==> config.mk <==
export PLATFORM = sky130hd
export DESIGN_NAME = satl_ram
export DESIGN_NICKNAME = d
export VERILOG_FILES = /design/src/hdl/satl_ram.sv
export SDC_FILE = /design/constraint.sdc
export NUM_CORES = 1
export LEC_CHECK = 0
export BUFFER_PORTS_ARGS = -buffer_cell sky130_fd_sc_hd__buf_2
export CORE_ASPECT_RATIO = 1.75
export CORE_MARGIN = 4
export CORE_UTILIZATION = 45
export CTS_BUF_LIST = sky130_fd_sc_hd__clkbuf_8
export CTS_CLUSTER_SIZE = 28
export DETAILED_ROUTE_END_ITERATION = 12
export RECOVER_POWER = 100
export SLEW_MARGIN = 40
export SYNTH_ARGS = -nofsm -noshare
export SYNTH_HDL_FRONTEND = slang
export SYNTH_SLANG_ARGS = --single-unit
==> constraint.sdc <==
create_clock -name clk -period 1.75 [get_ports clk]
set_input_delay 0 -clock clk [delete_from_list [all_inputs] [get_ports clk]]
set_output_delay 0 -clock clk [all_outputs]
set_load 0.02 [all_outputs]
==> src/hdl/satl_ram.sv <==
// Generic single-write, single-read RAM with registered read data.
module satl_ram #(
  parameter int WIDTH = 8,
  parameter int DEPTH = 16
) (
  input  logic                                   clk,
  input  logic                                   we,
  input  logic [$clog2((DEPTH > 1) ? DEPTH : 2)-1:0] waddr,
  input  logic [WIDTH-1:0]                       wdata,
  input  logic                                   re,
  input  logic [$clog2((DEPTH > 1) ? DEPTH : 2)-1:0] raddr,
  output logic [WIDTH-1:0]                       rdata
);
  logic [WIDTH-1:0] mem [DEPTH];

  always_ff @(posedge clk) begin
    if (we) begin
      mem[waddr] <= wdata;
    end
    if (re) begin
      rdata <= mem[raddr];
    end
  end
endmodule

* Word level (Yosys, flattened, before mapping)
Memories as Yosys holds them, arrays and structs flattened. A register that Yosys moved wholly into a read port is not among the register bits.
Cells that the tools add are included.
** Word-level totals
- RAM bits :: 128
- Memory bits (read-only) :: 0
- Word-level logic and storage cells :: 3
- Memories kept :: 1
- Latch bits :: 0
- Input bits :: 19
- Flip-flop bits (word level) :: 0
- Output and inout bits :: 8
** Cells by class
- Multiplexer cells :: 2
- $mul :: 0
- Shift operators :: 0
- Reduce and logical (&&, ||, !) cells :: 0
- Bitwise logic cells :: 0
- Div/mod/pow operators :: 0
- $add $sub $neg :: 0
- Equality and inequality tests :: 0
- Order comparisons :: 0
** Memories
- mem :: depth 16, bits a word 8, read ports 1, clocked after memory_dff 1, write ports 1, line 14 : logic [WIDTH-1:0] mem [DEPTH];
** Operators by type and width (count)
- two-way mux 1 bit :: 2

* Depth between registers and ports, before layout
Gate-level depths: netlist (run 1).
- Depth after elaboration :: 2
- Gate-level depth with buffers :: 5
- Depth with buffers taken out :: 3

* Worst setup path after synthesis (run 1)
Ideal clock, no wire load.
- Kind :: input port to flip-flop
- Start point :: in waddr[2] (netlist name)
- End point :: mem mem[0][0], enable pin
- Arrival :: 1110 ps
- Path buffers :: 0
- Setup slack :: 257 ps
- Stages on the path :: 2
- Path through :: or3b_2 nor3_1
** RTL lines
- from (decl) :: line 8 : input logic [$clog2((DEPTH > 1) ? DEPTH : 2)-1:0] waddr,
- to (decl) :: line 14
Straight into the memory's write port.

==> results of run 1 <==
[worst paths after layout]
kind,slack [ps],startpoint,end,cells past startpoint
worst max-delay path,270,mem[1][2],rdata[2],3
worst min-delay path,160,waddr[2],mem[7][6],3
worst max register to register,270,mem[1][2],rdata[2],3
worst min register to register,740,mem[15][4],rdata[4],3
[kinds of logic (layout without fill, tap and decap cells)]
| kind of cell | after synthesis | count (layout) | share of synthesized area [%] |
|---|---|---|---|
| DFF | 136 | 136 | 78.1 |
| buffers and inverters | 10 | 88 | 1.65 |
| AOI/OAI and AO/OA | 16 | 16 | 2.30 |
| muxes | 32 | 32 | 14.8 |
| and+or+nand+nor | 35 | 35 | 3.14 |
[state kept, by name, summed over array words and instances (netlist names)]
register	flops
mem	128
rdata	8
[critical path, delay by kind of cell, from the launching register on]
kind	cells	cell delay (ps)
simple gates	1	100
flops	1	350
compound gates	1	290
mux	1	500
[power by group through the flow]
| stage | Combinational [uW] | Clock (uW) | Sequential [uW] |
|---|---|---|---|
| 6_report | 362 | 2510 | 3690 |
| 5_1_grt | 397 | 2730 | 3690 |
| 4_1_cts | 383 | 2580 | 3690 |
| 3_5_place_dp | 366 | 0 | 3760 |
| 3_3_place_gp | 360 | 0 | 3760 |
| 2_1_floorplan | 185 | 0 | 3770 |
[placed cells by master, fill, tap and decap left out]
cell type	count
a22oi_1	16
and2_1	1
and2b_1	1
buf_12	4
buf_2	6
buf_4	2
bufinv_16	3
clkbuf_1	36
clkbuf_8	17
clkinv_2	5
clkinv_4	3
clkinvlp_4	2
dlygate4sd3_1	9
edfxtp_1	136
inv_1	1
mux4_1	14
mux4_2	18
nand2_1	9
nand2b_1	2
nand3_1	1
nand3b_1	2
nor2_1	13
nor2b_1	1
nor3_1	4
or3b_2	1
[metal layers]
metal	up-vias	part of all wire (%)	GRT usage (%)
met5	-	0	0
met4	0	1.0	6.04
met3	6	3.1	4.16
met2	62	57	28.6
met1	1298	39	19.1
li1	1115	-	-
[area by class of cell]
type	instances	area (um^2)
Multi-Input combinational cell	83	1060
Fill cell	894	5180
Timing Repair Buffer	57	350
Sequential cell	136	4080
Clock inverter	14	160
Clock buffer	17	234
Tap cell	132	165
[through the flow]
stage                     cells  instance area, um^2  setup slack, ps  hold slack, ps  power, uW
after floorplan             229                 5230              257            98.9       3960
after global placement      399                 5650              195             382       4120
after detailed placement    399                 5650              191             383       4130
after CTS                   439                 6140              258             109       6650
after global routing        439                 6050              178             155       6810
final                       439                 6050              269             161       6560
[timing repair]
action | 4_1_cts | 5_1_grt
endpoints found under the hold margin | 136 | 0
setup buffers | 0 | 0
hold buffers | 9 | 0
==> results.cfg, run 1 <==
[yosys]
synth_area_leader_cell = edfxtp_1
synth_area_leaders = edfxtp_1, mux4_2, mux4_1, a22oi_1, nor2_1
syn_area_per_cell_um2 = 22.8
async_flop_share_pct = 0
ys_warn_count = 0
yosysSeqAreaShare_pct = 78.1
ys_types = 18
synth-main-ff-cell = edfxtp_1
synth_seq_cells = 136
synth_most_common_cell = edfxtp_1
synth_top_cells_by_count = edfxtp_1, mux4_2, a22oi_1
synth.top_cell.area_share_pct = 78.1
syn_inst = 229
netlist_area_mm2 = 0.00523
synth_edf_count = 136
synth_fp_nets = 248

[critical_path]
critPathLaunchType = register
path_cells = mux4_1, a22oi_1, nand2_1
crit_slowest_cell = mux4_1
crit_required_ps = 1930
critPathCaptureType = register
slowest_delay_ps = 500
arrival_ps = 1660
path_max_fanout = 1
path_class = register to register

[drt]
remaining_drc_errors = 0
wl_um = 9870
drt_iter0_drc = 203
wire_per_inst_um = 22.5
final_antenna_net_count = 0
via_count = 2481
viasPerCell = 5.65
drtPass1Iterations = 4

[power]
swShare_pct = 20.6
clockPowerShare_pct = 38.3
p_per_area_mw_per_mm2 = 1080
p_switching_uw = 1350
power_frac_seq_pct = 56.2
p_leak_uw = 0.00196
peakVddDrop_mv = 0.665
p_int_uw = 5210
pwr-share-comb_pct = 5.5

[layout]
final_util_pct = 53.9
final_nets = 314
drive_gt1_share_pct = 19.9
area_growth_pct = 15.7
diodes = 0

[timing]
drv_slew = 0
max_freq_mhz = 675
setup_viol = 0
period_minus_slack_ps = 1480
clock_skew_ps = 7.51
final.setup.tns_ps = 0
finalCritPeriodShare_pct = 84.6
tightest_slew_ps = 671
grt_setup_unrepaired = false
hold_viol = 0
max_slew_margin_pct = 55.2

[floorplan]
die_area_mm2 = 0.0135
die_x_um = 89.5
ios = 27
core_mm2 = 0.0112
fp-row-count = 51
start_util_pct = 46.5
die_h_um = 151

[cts]
cts.sinks = 136
clkTransAtPathRegs_ps = 80
cts_resized = 0
clock_latency_ps = 420
cts_max_path_buffers = 2
htree_levels = 4
cts_buffers = 17
root_buffer = clkbuf_8
cts_tree = built

[job]
max_cap_violations = 0

[run_status]
status = completed

[global_routing]
grt_pass1_vias = 2540
antenna_found_initial = 0
grt_pass1_wl_um = 15100
grt_use_total_pct = 16.4
grt-ovfl-total = 0
grt_max_degree = 18

[placement]
routabilityCongestion = 0.739
hpwl_um = 6730
port_buffers = 26

[min_path]
hold_class = input port to register
(Power assumes the default switching activity.)
==> inputs of run 2 (changes only) <==
==> constraint.sdc (replaced) <==
create_clock -name clk -period 1.2 [get_ports clk]
set_input_delay 0 -clock clk [delete_from_list [all_inputs] [get_ports clk]]
set_output_delay 0 -clock clk [all_outputs]
set_load 0.02 [all_outputs]
==> run 2 against run 1 <==
The run now ends with setup timing left. Core utilization up 0.38 points. Via count down 2.0%. First-iteration DRC count down 17%. Final area up 0.70%. Critical path depth unchanged. Die area unchanged. Total power up 46%.
==> results.cfg, run 2 (synthesis gave the netlist of run 1 again) <==
[run_status]
status = finished, violations left
violations = setup timing

[layout]
drive_gt1_share_pct = 30.2
largestRegisters = mem (128), rdata (8)
diodes = 0
layout_commonest_cell = edfxtp_1
final_nets = 322
largest_reg_flops = 128
layout_common_cells = edfxtp_1, clkbuf_1, mux4_2, clkbuf_8
finalNonFillerCells = 447
final_util_pct = 54.3
top_register = mem
area_growth_pct = 16.6

[drt]
final_antenna_net_count = 0
drt_iter0_drc = 169
wl_um = 9350
via_count = 2431
wire_per_inst_um = 20.9
viasPerCell = 5.44
remaining_drc_errors = 0
drtPass1Iterations = 4

[critical_path]
critPathCaptureType = register
crit_required_ps = 1380
path_class = register to register
path_max_fanout = 1
arrival_ps = 1550
critPathLaunchType = register

[floorplan]
start_util_pct = 46.5
fp-row-count = 51
core_mm2 = 0.0112
die_h_um = 151
ios = 27
die_x_um = 89.5
die_area_mm2 = 0.0135

[placement]
routabilityCongestion = 0.741
port_buffers = 26
hpwl_um = 6780
place_ws_ps = -335
placed_cells = 407

[cts]
clkTransAtPathRegs_ps = 70
post-cts-setup-buffers = 0
root_buffer = clkbuf_8
htree_levels = 4
cts_buffers = 17
cts.sinks = 136
cts_tree = built
cts_max_path_buffers = 2
clock_latency_ps = 420

[timing]
setup_viol = 8
hold_viol = 0
grt_setup_unrepaired = true
max_freq_mhz = 728
fin_ws_ps = -175
period_minus_slack_ps = 1370
max_slew_margin_pct = 44.5
finalCritPeriodShare_pct = 115
tightest_slew_ps = 830
clock_skew_ps = 6.23
drv_slew = 0

[job]
max_cap_violations = 0

[min_path]
hold_class = input port to register

[power]
p_leak_uw = 0.00193
p_per_area_mw_per_mm2 = 1570
peakVddDrop_mv = 0.792

[global_routing]
antenna_found_initial = 0
grt-ovfl-total = 0
grt_max_degree = 20
grt_pass1_wl_um = 14700
grt_pass1_vias = 2613
grt_use_total_pct = 15.7
## run 2: cell count changes in the layout (fill, tap and decap cells not counted), moves of 3 or more
cell | before | now
a22oi_1 | 16 | 4
a22oi_2 | 0 | 12
buf_4 | 2 | 5
clkbuf_2 | 0 | 4
mux4_1 | 14 | 0
mux4_2 | 18 | 32
## run 2: layer usage
| metal | track usage (%) | wire, um |
|---|---|---|
| met5 | 0 | 0 |
| met2 | 28.1 | 5560 |
| met3 | 4.11 | 333 |
| met4 | 5.89 | 134 |
| met1 | 17.5 | 3320 |
## run 2: power breakdown
group          total, uW  switching, uW  leakage, uW  internal (uW)
clock network       3650           1630     0.000192           2020
registers           5370           25.4      0.00124           5350
logic                563            317     0.000497            246
total               9590           1980      0.00193           7610
## run 2: what timing repair did
action	CTS	global route
setup endpoints to repair	8	8
gates cloned	0	0
endpoints found under the hold margin	136	0
hold buffers	9	0
pin swaps	5	1
resized for setup	9	3
## run 2: stage by stage
stage | total power (uW) | hold WS (ps) | area, um^2 | TNS, ps
2_1_floorplan | 5780 | 98.9 | 5180 | -2510
3_3_place_gp | 6010 | 370 | 5650 | -4180
3_5_place_dp | 6030 | 387 | 5650 | -4800
4_1_cts | 9720 | 110 | 6180 | -1330
5_1_grt | 9960 | 233 | 6090 | -1550
6_report | 9590 | 205 | 6090 | -1200
## run 2: worst paths after layout
check | from | to | slack (ps) | cells past startpoint
setup / recovery | mem[3][3] | rdata[3] | -170 | 3
hold reg to reg | mem[14][5] | rdata[5] | 750 | 3
setup reg to reg | mem[3][3] | rdata[3] | -170 | 3
hold / removal | waddr[0] | mem[0][2] | 210 | 3
## run 2: cell type report
| class | count | area [um^2] |
|---|---|---|
| sequential | 136 | 4080 |
| tap | 132 | 165 |
| clock buffer | 17 | 234 |
| timing repair buffer | 65 | 383 |
| clock inverter | 14 | 160 |
| fill | 888 | 5140 |
| multi-input combinational | 83 | 1070 |
## run 2: worst max-delay path, stage by stage (launching register included)
cell,delay (ps)
edfxtp_1,370
mux4_2,490
a22oi_2,210
nand2_1,70
