**src/hdl/satl_pkg.sv**
```systemverilog
// Shared widths, constants and register indexes for the cache tag/LRU block.
package satl_pkg;

  localparam int ADDR_W     = 32;
  localparam int RANK_W     = 3;
  localparam int COUNT_W    = 32;
  localparam int SET_OUT_W  = 8;
  localparam int WAY_OUT_W  = 3;

  localparam int OB_W       = 5;
  localparam int SB_W       = 4;
  localparam int WAYS_CFG_W = 4;
  localparam int CFG_IDX_W  = 2;
  localparam int CFG_DATA_W = 5;

  localparam int DEF_MAX_WAYS = 8;
  localparam int DEF_MAX_SETS = 256;

  localparam logic [OB_W-1:0]       OFFSET_LIMIT = 5'd16;
  localparam logic [RANK_W-1:0]     RANK_MAX     = 3'd7;
  localparam logic [RANK_W:0]       RANK_NONE    = {1'b1, {RANK_W{1'b0}}};

  localparam logic [OB_W-1:0]       OB_RESET   = 5'd4;
  localparam logic [SB_W-1:0]       SB_RESET   = 4'd3;
  localparam logic [WAYS_CFG_W-1:0] WAYS_RESET = 4'd2;

  typedef enum logic [CFG_IDX_W-1:0] {
    REG_OFFSET_BITS = 2'd0,
    REG_SET_BITS    = 2'd1,
    REG_WAYS_IN_USE = 2'd2
  } cfg_reg_t;

endpackage

```
**src/hdl/satl_lookup.sv**
```systemverilog
// One-pass tag compare, victim choice and LRU rank update for one set.
module satl_lookup #(
  parameter int MAX_WAYS = satl_pkg::DEF_MAX_WAYS,
  parameter int WAY_W    = (MAX_WAYS > 1) ? $clog2(MAX_WAYS) : 1,
  parameter int WAYS_W   = $clog2(MAX_WAYS + 1)
) (
  input  logic [MAX_WAYS-1:0]                         vld,
  input  logic [MAX_WAYS-1:0][satl_pkg::ADDR_W-1:0]   tags,
  input  logic [MAX_WAYS-1:0][satl_pkg::RANK_W-1:0]   ranks,
  input  logic [satl_pkg::ADDR_W-1:0]                 tag,
  input  logic [WAYS_W-1:0]                           ways,
  output logic                                        hit,
  output logic                                        evicted,
  output logic [WAY_W-1:0]                            way,
  output logic [MAX_WAYS-1:0]                         nxt_vld,
  output logic [MAX_WAYS-1:0][satl_pkg::ADDR_W-1:0]   nxt_tags,
  output logic [MAX_WAYS-1:0][satl_pkg::RANK_W-1:0]   nxt_ranks
);
  localparam int RW = satl_pkg::RANK_W;

  logic [MAX_WAYS-1:0] in_use;
  logic [MAX_WAYS-1:0] match;
  logic [WAY_W-1:0]    hway;
  logic [WAY_W-1:0]    fway;
  logic [WAY_W-1:0]    vway;
  logic                has_free;
  logic [RW-1:0]       oldest;
  logic [RW:0]         old_rank;

  always_comb begin
    for (int w = 0; w < MAX_WAYS; w++) begin
      in_use[w] = WAYS_W'(w) < ways;
      match[w]  = in_use[w] && vld[w] && (tags[w] == tag);
    end
  end

  // descending scans leave the lowest-numbered way selected
  always_comb begin
    hit      = 1'b0;
    hway     = '0;
    has_free = 1'b0;
    fway     = '0;
    for (int w = MAX_WAYS - 1; w >= 0; w--) begin
      if (match[w]) begin
        hit  = 1'b1;
        hway = WAY_W'(w);
      end
      if (in_use[w] && !vld[w]) begin
        has_free = 1'b1;
        fway     = WAY_W'(w);
      end
    end
  end

  // LRU victim: lowest way with the largest rank
  always_comb begin
    oldest = '0;
    vway   = '0;
    for (int w = 0; w < MAX_WAYS; w++) begin
      if (in_use[w] && ranks[w] > oldest) begin
        oldest = ranks[w];
        vway   = WAY_W'(w);
      end
    end
  end

  assign evicted  = !hit && !has_free;
  assign way      = hit ? hway : (has_free ? fway : vway);
  // a line that was invalid counts as older than every valid line
  assign old_rank = (hit || evicted) ? {1'b0, ranks[way]} : satl_pkg::RANK_NONE;

  always_comb begin
    nxt_vld   = vld;
    nxt_tags  = tags;
    nxt_ranks = ranks;
    for (int v = 0; v < MAX_WAYS; v++) begin
      if (in_use[v] && vld[v] && (WAY_W'(v) != way) &&
          ({1'b0, ranks[v]} < old_rank) && (ranks[v] != satl_pkg::RANK_MAX)) begin
        nxt_ranks[v] = ranks[v] + 1'b1;
      end
    end
    nxt_ranks[way] = '0;
    nxt_vld[way]   = 1'b1;
    nxt_tags[way]  = tag;
  end
endmodule

```
**config.mk**
```make
export PLATFORM = sky130hd
export DESIGN_NAME = satl_lookup
export DESIGN_NICKNAME = d
export VERILOG_FILES = /design/src/hdl/satl_pkg.sv /design/src/hdl/satl_lookup.sv
export SDC_FILE = /design/constraint.sdc
export NUM_CORES = 1
export LEC_CHECK = 0
export BUFFER_PORTS_ARGS = -buffer_cell sky130_fd_sc_hd__buf_2
export CORE_AREA = 2 2 242 244
export DETAILED_ROUTE_END_ITERATION = 8
export DIE_AREA = 0 0 244 246
export PLACE_DENSITY_LB_ADDON = 0.08
export REMOVE_ABC_BUFFERS = 1
export SLEW_MARGIN = 20
export SYNTH_ARGS = -nofsm -noshare
export SYNTH_HDL_FRONTEND = slang
export SYNTH_SLANG_ARGS = --single-unit
```
**constraint.sdc**
```tcl
create_clock -name vclk -period 38.4
set_input_delay 3.84 -clock vclk [all_inputs]
set_output_delay 3.84 -clock vclk [all_outputs]
set_load 0.005 [all_outputs]
```
* Yosys cells after proc, flatten, opt, wreduce, memory -nomap -nowiden *
Index checks and enable logic that the tools add are counted.

storage, ports and cells
  input port bits = 324
  register bits = 0
  logic and storage cells = 196

cells by class
  reductions and logical operators = 70
  eq/ne operators = 23
  bitwise logic cells = 3
  mux-type cells = 66
  $lt $le $gt $ge = 26
  add/subtract/negate cells = 8

operator list
  kind                                                        number
  bitwise mux 256 bit                                         1
  == test 32 bit                                              8
  2-to-1 mux 3 bit                                            41
  demux 32 bit (select 3 bit)                                 1
  logical AND 1 bit                                           58
  less-than comparator 3 x 4 -> 1 bit                         8
  2-to-1 mux 32 bit                                           1
  adder 3 x 1 -> 3 bit, second input constant                 8
  bitwise AND 24 bit                                          1
  inequality test 3 bit, second input constant                8
  NOT 24 bit                                                  1
  > comparator 3 bit                                          7
  2-to-1 mux 1 bit                                            18
  less-than comparator 3 x 4 -> 1 bit, first input constant   4
  inequality test 3 bit, first input constant                 4
  zero test 1 bit                                             10
  binary-select mux 3 bit (select 3 bit)                      1
  demux 3 bit (select 3 bit)                                  1
  less-than comparator 1 x 4 -> 1 bit, first input constant   2
  less-than comparator 2 x 4 -> 1 bit, first input constant   2
  OR 8 bit                                                    1
  inequality test 2 x 3 -> 1 bit, first input constant        2
  less-than comparator 3 x 4 -> 1 bit, second input constant  1
  2-to-1 mux 4 bit                                            1
  other kinds (6)                                             6

* Depth between registers and ports, before layout *
Gate-level depths: netlist (run 1).

  word-level depth = 34
  mapped depth = 65
  gate-level depth less buffers = 64

* Worst setup path after synthesis (run 1) *
Ideal clock, no wire load.

  path kind = input -> output
  from = in ways[1]
  to = out nxt_ranks[10] in the netlist's numbering
  path slack = 18196 ps
  stages = 60
  arrival = 16364 ps
  data required time = 34560 ps
  buffers on the path = 2
  cell sequence = buf_4 > or4_4 > and3_1 > ha_1 > a31o_1 > nor2_1 > mux2_2 > ha_1 > or2_2 > maj3_2 > o21ai_1 > mux2_2 > ha_1 > nor2_1 > nor2_1 > nor2_1 > o21ai_0 > a22o_1 > [24 not listed] > o21ai_0 > nand2b_1 > a31o_2 > or4_1 > a211oi_2 > or2_4 > buf_6 > inv_4 > o21ai_0 > o21ai_0 > o21ai_0 > nand2_1 > ha_1 > o21ai_0 > nand2b_1 > a2111oi_2 > a41oi_2 > mux2_1

RTL lines
  item                line               text
  start: declaration  satl_lookup.sv:11  input logic [WAYS_W-1:0] ways,
  end: declaration    satl_lookup.sv:17  output logic [MAX_WAYS-1:0][satl_pkg::RANK_W-1:0] nxt_ranks

==> summary.txt, run 1 <==
Status: complete, no violations
Area growth from synthesis to layout: 39.3%
Final setup viols: 0
Synth Instances: 1198
Most frequent cell after synthesis: mux2_2
Drt wl/cell: 28.6 um
Drt pass-1 iters: 5
Synth top cells by count: 218 x mux2_2, 162 x xnor2_1, 153 x nand2_1
P_int: 0.0975 mW
Routed vias: 11.5k
Die area: 60000 sq um
Final period utilization: 57.8%
Post-Syn Area: 9350 sq um
Filler Cells Inserted: 6505
Avg Cell Area, Syn: 7.80 sq um
First-pass GRT wire length: 96.0 mm
Die W: 244 um
# port buffers: 617
Tmin final: 22.20 ns
Endpoints failing hold: 0
Post-synth top area cell: mux2_2
Pin count of the biggest net entering global routing: 40
Leakage power: 5.90 nW
Routed Wire Length: 71.7 mm
Sequential area share after synthesis: 0%
Synth unique cells: 88
Total power: 0.224 mW
Net Sw Power: 0.126 mW
Clk network pwr share: 0%
Slew HR: 26.7%
Crit end category: primary output
Hold_buf cts: 0
Synth area leaders: mux2_2 26%, xnor2_1 15%, xor2_1 8.8%
Crit path kind: input port to primary output
CP Launch Type: input port
DRT iter0 DRCs: 473
Arrival time at the worst endpoint: 18.36 ns
Reg area: 0 sq um
Starting Density: 16.3%
Vias per cell: 4.58
Max Clk Rate: 45.1 MHz
Chip height: 246 um
Worst path required time: 34.56 ns
Switching Share: 56.4%
Sequential share of power: 0%
Most used cell, CP: ha_1
Post-DRT Antenna Nets: 0
Fraction of layout cells with a size suffix above 1: 52.2%
Crit path max fanout: 15
Worst Hold Class: input port to primary output
Peak VDD IR: 16.8 uV
CTS resizes: 0
Synth warn: 0
DP HPWL: 60.0 mm
Worst-Margin Slew: 1.10 ns
Slowest CP cell: a311oi_1
Pwr/cell area: 17.2 nW/um^2
Multi-input gate area: 8670 sq um
GPL Wtd Cong: 0.830
Vias in the first global route: 11.7k
# IOs: 617
Grt ovf: 0
Initial antenna violation count: 33
RSZ-0062 raised after global routing: false
Seq cells: 0
Hold Slack: 7.98 ns
GRT Total Usage: 22.6%
Fin. max-slew vios: 0
Combinational Power Share: 100.0%
Post-CTS setup buffer count: 0
# nets final: 2099
Core ar.: 57400 sq um
Max cap viols: 0
Number of cell rows: 88
Share of the synthesized area in the top cell type: 26.3%
# DRC: 0
Setup TNS: 0 ns
Max stage delay on crit path: 0.70 ns
Clock Buffer Count: 0
[critical path: cells and delay by family]
kind | cells | cell delay [ns]
compound gates | 20 | 4.40
fa+ha+maj | 11 | 3.21
buf+inv | 4 | 0.49
mux | 6 | 2.36
simple gates | 19 | 4.04
[power by group through the flow]
stage / sequential, mW / clock [mW] / combinational [mW]
after floorplan: 0 / 0 / 0.112
after global placement: 0 / 0 / 0.226
after detailed placement: 0 / 0 / 0.225
after CTS: 0 / 0 / 0.226
after global routing: 0 / 0.0000000281 / 0.243
final: 0 / 0.0000000497 / 0.224
[path summary, 6_finish.rpt]
path      start  slack, ns       endpoint  cells after the start
max     ways[3]      16.20   nxt_ranks[7]                     60
min   tags[187]       7.98  nxt_tags[187]                      4
[cells by family after synthesis]
logic type      synth area share, %
simple gates                   20.0
xor+xnor                       24.0
buf+inv                        7.44
compound gates                 11.5
mux                            30.5
fa+ha+maj                      6.50
[layer usage]
| metal | vias to the layer above | track usage, % | part of all wire [%] |
|---|---|---|---|
| li1 | 5363 | - | - |
| met1 | 5603 | 26.7 | 40 |
| met2 | 443 | 43.5 | 53 |
| met3 | 73 | 3.47 | 5.1 |
| met4 | 0 | 3.43 | 1.6 |
| met5 | - | 0 | 0 |
[layout by cell type (no fill, tap or decap), types with 4 or more instances in the layout]
cell,n
buf_4,17
and3_1,8
nor4_1,38
nor3b_1,4
o21ai_0,24
ha_1,46
a211oi_1,6
buf_2,617
xor2_1,94
nand2b_1,12
nor2b_1,6
a31oi_1,13
a21o_1,5
or2_2,4
nor3_2,4
xnor2_1,162
a21oi_1,16
nand4_1,44
diode_2,14
nor3_1,15
or3_1,6
o211ai_1,8
mux2_2,218
nand4b_1,4
inv_1,34
a21oi_2,4
o21ai_1,9
nand2_1,151
mux2i_1,18
mux2_1,18
nor2_1,23
nand3_1,14
[cell type report]
| class | instances | share of cell area [%] |
|---|---|---|
| tap | 765 | 7.35 |
| timing repair buffer | 634 | 24.7 |
| inverter | 36 | 1.08 |
| antenna | 14 | 0.269 |
| multi-input combinational | 1057 | 66.6 |
[through the flow]
| stage | instance area, sq um | cells | worst slack (ns) | utilization (%) |
|---|---|---|---|---|
| 2_1_floorplan | 8790 | 1093 | 17.92 | - |
| 3_3_place_gp | 13000 | 2492 | 16.41 | 22.6 |
| 3_5_place_dp | 13000 | 2492 | 16.25 | 22.6 |
| 4_1_cts | 13000 | 2492 | 16.19 | 22.6 |
| 5_1_grt | 13000 | 2500 | 15.07 | 22.7 |
| 6_report | 13000 | 2506 | 16.20 | 22.7 |
Power figures use the tool's default switching activity.
==> run 2: changes to the inputs <==
clock period = 18.7 ns   (was 38.4 ns; I/O delays follow)
==> run 2 against run 1 <==
Compared with the run above:
- setup slack got worse by 15 ns
- critical path depth increased by 2
- count of clock-buffer cells in the layout unchanged
- first-iteration DRC count decreased by 7.0%
- sequential share of layout area unchanged
- utilization increased by 0.14 points
- global-route usage decreased by 0.10 points
- largest cell class unchanged
- critical path type unchanged
- highest routed layer unchanged
- hold slack got worse by 3.9 ns
- final cell count increased by 0.44%
- cell area increased by 0.61%
==> summary.txt, run 2 (synthesis results as in run 1) <==
GPL Wtd Cong: 0.837 (+0.77%)
# IOs: 617 (unchanged)
Max Clk Rate: 57.1 MHz
Area growth from synthesis to layout: 40.1%
Chip height: 246 um (unchanged)
Final setup viols: 0 (unchanged)
Final period utilization: 93.6%
Most frequent cells in the layout: 617 x buf_2, 218 x mux2_2, 162 x xnor2_1
Leakage power: 5.92 nW (+0.28%)
Endpoints failing hold: 0 (unchanged)
Crit end category: primary output
Clk network pwr share: 0% (unchanged)
Most used cell, CP: ha_1
Combinational Power Share: 100.0% (about the same)
Seq cells: 0 (unchanged)
Die area: 60000 sq um (unchanged)
Fraction of layout cells with a size suffix above 1: 52.5% (+0.23 points)
Slowest CP cell: or4_4
Routed vias: 11.5k (+0.46%)
Vias in the first global route: 11.8k (+1.4%)
Peak VDD IR: 29.0 uV (+72%)
Placed cell count: 2494 (+0.080%)
Final Cell Area: 13100 sq um (+0.61%)
Fin. max-slew vios: 0 (unchanged)
Crit path kind: input port to primary output
Filler Cells Inserted: 6599 (+1.4%)
Worst Hold Class: input port to primary output
CP Launch Type: input port
Core ar.: 57400 sq um (unchanged)
Drt wl/cell: 28.3 um (-0.95%)
Finished Core Util: 22.8% (+0.14 points)
Worst-Margin Slew: 1.07 ns (-0.0297 ns)
Total power: 0.461 mW (+110%)
GRT Total Usage: 22.5% (-0.10 points)
Post-CTS setup buffer count: 0 (unchanged)
Area after DPL: 13000 sq um (+0.16%)
Pin count of the biggest net entering global routing: 39 (-2.5%)
Slew HR: 28.8% (+2.0 points)
Setup TNS: 0 ns (unchanged)
Commonest non-fill, non-tap cell in the layout: buf_2
Status: complete, no violations
Die W: 244 um (unchanged)
Drt pass-1 iters: 4 (-1)
Starting Density: 16.3% (unchanged)
Switching Share: 56.3% (-0.082 points)
Setup slack after layout: 1.20 ns (-15.01 ns)
First-pass GRT wire length: 95.2 mm (-0.88%)
Setup slack at placement: 0.803 ns (-15.45 ns)
Net Sw Power: 0.259 mW (+110%)
Initial antenna violation count: 36 (+9.1%)
DRT iter0 DRCs: 440 (-7.0%)
Max cap viols: 0 (unchanged)
Pwr/cell area: 35.2 nW/um^2 (+100%)
P_int: 0.201 mW (+110%)
Crit path max fanout: 15 (unchanged)
Sequential share of power: 0% (unchanged)
Clock Buffer Count: 0 (unchanged)
Post-DRT Antenna Nets: 0 (unchanged)
# DRC: 0 (unchanged)
# port buffers: 617 (unchanged)
RSZ-0062 raised after global routing: false
Layout Cells excl Fill: 2517 (+0.44%)
Tmin final: 17.50 ns
Grt ovf: 0 (unchanged)
DP HPWL: 60.2 mm (+0.33%)
Number of cell rows: 88 (unchanged)
Worst path required time: 16.83 ns (-17.73 ns)
Reg area: 0 sq um (unchanged)
Arrival time at the worst endpoint: 15.63 ns (-2.73 ns)
Hold Slack: 4.04 ns (-3.94 ns)
Routed Wire Length: 71.3 mm (-0.52%)
Vias per cell: 4.58 (about the same)
Max stage delay on crit path: 0.62 ns (-0.08 ns)
# nets final: 2101 (+0.095%)
## run 2: final timing paths
kind                       from       endpoint  slack, ns  cells past startpoint
worst max-delay path    ways[3]   nxt_ranks[7]       1.20                     62
worst min-delay path  tags[187]  nxt_tags[187]       4.04                      4
## run 2: repair_timing
item	CTS	global route
setup endpoints to repair	0	10
gates resized for setup	0	5
hold buffers	0	0
## run 2: area by class of cell
| type | instances | area [sq um] | share of cell area, % |
|---|---|---|---|
| multi-input cells | 1057 | 8720 | 66.5 |
| well taps | 765 | 957 | 7.31 |
| diodes | 23 | 57.6 | 0.439 |
| repair buffers | 636 | 3230 | 24.7 |
| inverters | 36 | 140 | 1.07 |
## run 2: layer usage
metal	track usage (%)	vias up	part of all wire (%)
met5	0	-	0
met4	8.38	0	3.7
met3	4.05	100	5.2
met2	41.1	433	51
met1	26.1	5629	40
li1	-	5373	-
## run 2: power by group through the flow
| stage | combinational, mW | clock [mW] | sequential [mW] |
|---|---|---|---|
| after floorplan | 0.231 | 0 | 0 |
| after global placement | 0.465 | 0 | 0 |
| after detailed placement | 0.463 | 0 | 0 |
| after CTS | 0.465 | 0 | 0 |
| after global routing | 0.500 | 0.000000144 | 0 |
| final | 0.461 | 0.000000162 | 0 |
## run 2: worst max-delay path: cells and delay by family
kind | cells | cell delay, ns
AND/OR/NAND/NOR | 20 | 3.96
AO/OA/AOI/OAI | 19 | 3.49
adder cells (fa/ha/maj) | 11 | 3.22
multiplexers | 7 | 2.36
buffers and inverters | 5 | 0.69
==> run 3: changes to the inputs <==
BUFFER_PORTS_ARGS = -buffer_cell sky130_fd_sc_hd__clkbuf_2   (was -buffer_cell sky130_fd_sc_hd__buf_2)
==> run 3 against run 2 <==
Compared with the run above:
- flip-flop and latch count unchanged
- hold slack got worse by 0.0062 ns
- first-iteration DRC count increased by 31%
- setup slack got worse by 0.26 ns
- cell area about the same
- critical path depth unchanged
- wire length increased by 0.64%
- die area unchanged
- maximum frequency decreased by 1.5%
- utilization about the same
- critical path type unchanged
- critical endpoint unchanged
- highest routed layer is now met5
==> summary.txt, run 3 (synthesis results as in run 1) <==
Final setup viols: 0 (unchanged)
Finished Core Util: 22.8% (about the same)
GRT Total Usage: 22.6% (+0.034 points)
WP buf/inv: 5 (unchanged)
Hold_buf cts: 0 (unchanged)
Final Cell Area: 13100 sq um (about the same)
Total power: 0.466 mW (+1.1%)
Setup TNS: 0 ns (unchanged)
Max stage delay on crit path: 0.65 ns (+0.03 ns)
Worst Hold Class: input port to primary output
Area growth from synthesis to layout: 40.2% (about the same)
Crit path kind: input port to primary output
Placed cell count: 2499 (+0.20%)
Grt ovf: 0 (unchanged)
Setup slack after layout: 0.932 ns (-0.265 ns)
Crit path max fanout: 15 (unchanged)
Reg area: 0 sq um (unchanged)
GPL Wtd Cong: 0.861 (+3.0%)
Initial antenna violation count: 23 (-36%)
Pwr/cell area: 35.5 nW/um^2 (+1.0%)
Tmin final: 17.77 ns (+0.265 ns)
Hold_sp: tags[182]
Core ar.: 57400 sq um (unchanged)
# DRC: 0 (unchanged)
First-pass GRT wire length: 95.7 mm (+0.52%)
Slowest CP cell: or4_4
Max Clk Rate: 56.3 MHz (-1.5%)
Vias per cell: 4.61 (+0.59%)
Fin. max-slew vios: 0 (unchanged)
Leakage power: 6.07 nW (+2.6%)
Post-DRT Antenna Nets: 0 (unchanged)
Endpoints failing hold: 0 (unchanged)
Arrival time at the worst endpoint: 15.90 ns (+0.27 ns)
Max cap viols: 0 (unchanged)
Worst-Margin Slew: 1.15 ns (+0.0824 ns)
Slew HR: 22.8% (-6.0 points)
# port buffers: 617 (unchanged)
Die W: 244 um (unchanged)
Area after DPL: 13000 sq um (+0.24%)
Routed Wire Length: 71.8 mm (+0.64%)
Number of cell rows: 88 (unchanged)
Drt wl/cell: 28.5 um (+0.48%)
Starting Density: 16.3% (unchanged)
Hold Path Stages: 4 (unchanged)
Pin count of the biggest net entering global routing: 40 (+2.6%)
Routed vias: 11.6k (+0.75%)
# IOs: 617 (unchanged)
DRT iter0 DRCs: 578 (+31%)
Most frequent cells in the layout: 617 x clkbuf_2, 218 x mux2_2, 162 x xnor2_1
Vias in the first global route: 11.8k (+0.23%)
Seq cells: 0 (unchanged)
Chip height: 246 um (unchanged)
Peak VDD IR: 28.4 uV (-2.2%)
Die area: 60000 sq um (unchanged)
Worst path required time: 16.83 ns (about the same)
# nets final: 2107 (+0.29%)
Commonest non-fill, non-tap cell in the layout: clkbuf_2
Status: complete, no violations
Layout Cells excl Fill: 2521 (+0.16%)
Most used cell, CP: ha_1
Clock Buffer Count: 0 (unchanged)
Crit end category: primary output
Delay-heaviest family, CP: simple AND/OR/NAND/NOR gates
Hold Slack: 4.04 ns (-0.00621 ns)
CP Launch Type: input port
Filler Cells Inserted: 6634 (+0.53%)
Multi-input gate area: 8680 sq um (-0.42%)
Hold Path Sink: nxt_tags[182]
Final period utilization: 95.0% (+1.4 points)
Fraction of layout cells with a size suffix above 1: 52.6% (+0.11 points)
RSZ-0062 raised after global routing: false
Setup slack at placement: 0.736 ns (-0.0665 ns)
Drt pass-1 iters: 5 (+1)
DP HPWL: 60.4 mm (+0.34%)
run 3: cell count changes in the layout (fill, tap and decap cells not counted):
cell       change
buf_2        -617
clkbuf_2     +617
buf_4          +6
a2111oi_2      +2
a2111oi_4      -2
diode_2        -2
nor2_2         +1
nor2_4         -1
nor4_1         +1
nor4_2         -1
run 3: power breakdown:
group          internal, mW  switching (mW)  leakage (nW)
clock           0.000000151               0      0.000133
combinational         0.201           0.265          6.07
sequential                0               0             0
run 3: final cells by class:
cell class | count | area share (%)
antenna | 21 | 0.401
inverter | 36 | 1.07
multi-input combinational | 1057 | 66.2
tap | 765 | 7.30
timing repair buffer | 642 | 25.0
run 3: worst max path at each step:
stage                    to  depth (start not counted)  startpoint  slack (ns)
6_report       nxt_ranks[7]                         62     ways[3]        0.93
5_1_grt        nxt_ranks[7]                         60     ways[3]        0.02
4_1_cts        nxt_ranks[7]                         62     ways[3]        0.70
3_5_place_dp   nxt_ranks[7]                         62     ways[3]        0.74
3_3_place_gp   nxt_ranks[7]                         61     ways[3]        0.91
2_1_floorplan  nxt_ranks[1]                         52     ways[3]        2.16
run 3: layer usage:
layer | up-vias | track usage [%] | part of all wire (%)
li1 | 5399 | - | -
met1 | 5709 | 26.3 | 40
met2 | 438 | 41.3 | 51
met3 | 73 | 4.05 | 5.6
met4 | 2 | 7.55 | 3.3
met5 | - | 0 | 0.018
run 3: what timing repair did:
| item | in CTS | in global routing |
|---|---|---|
| endpoints found under the setup margin | 0 | 8 |
| resized for setup | 0 | 2 |
| setup buffers | 0 | 1 |
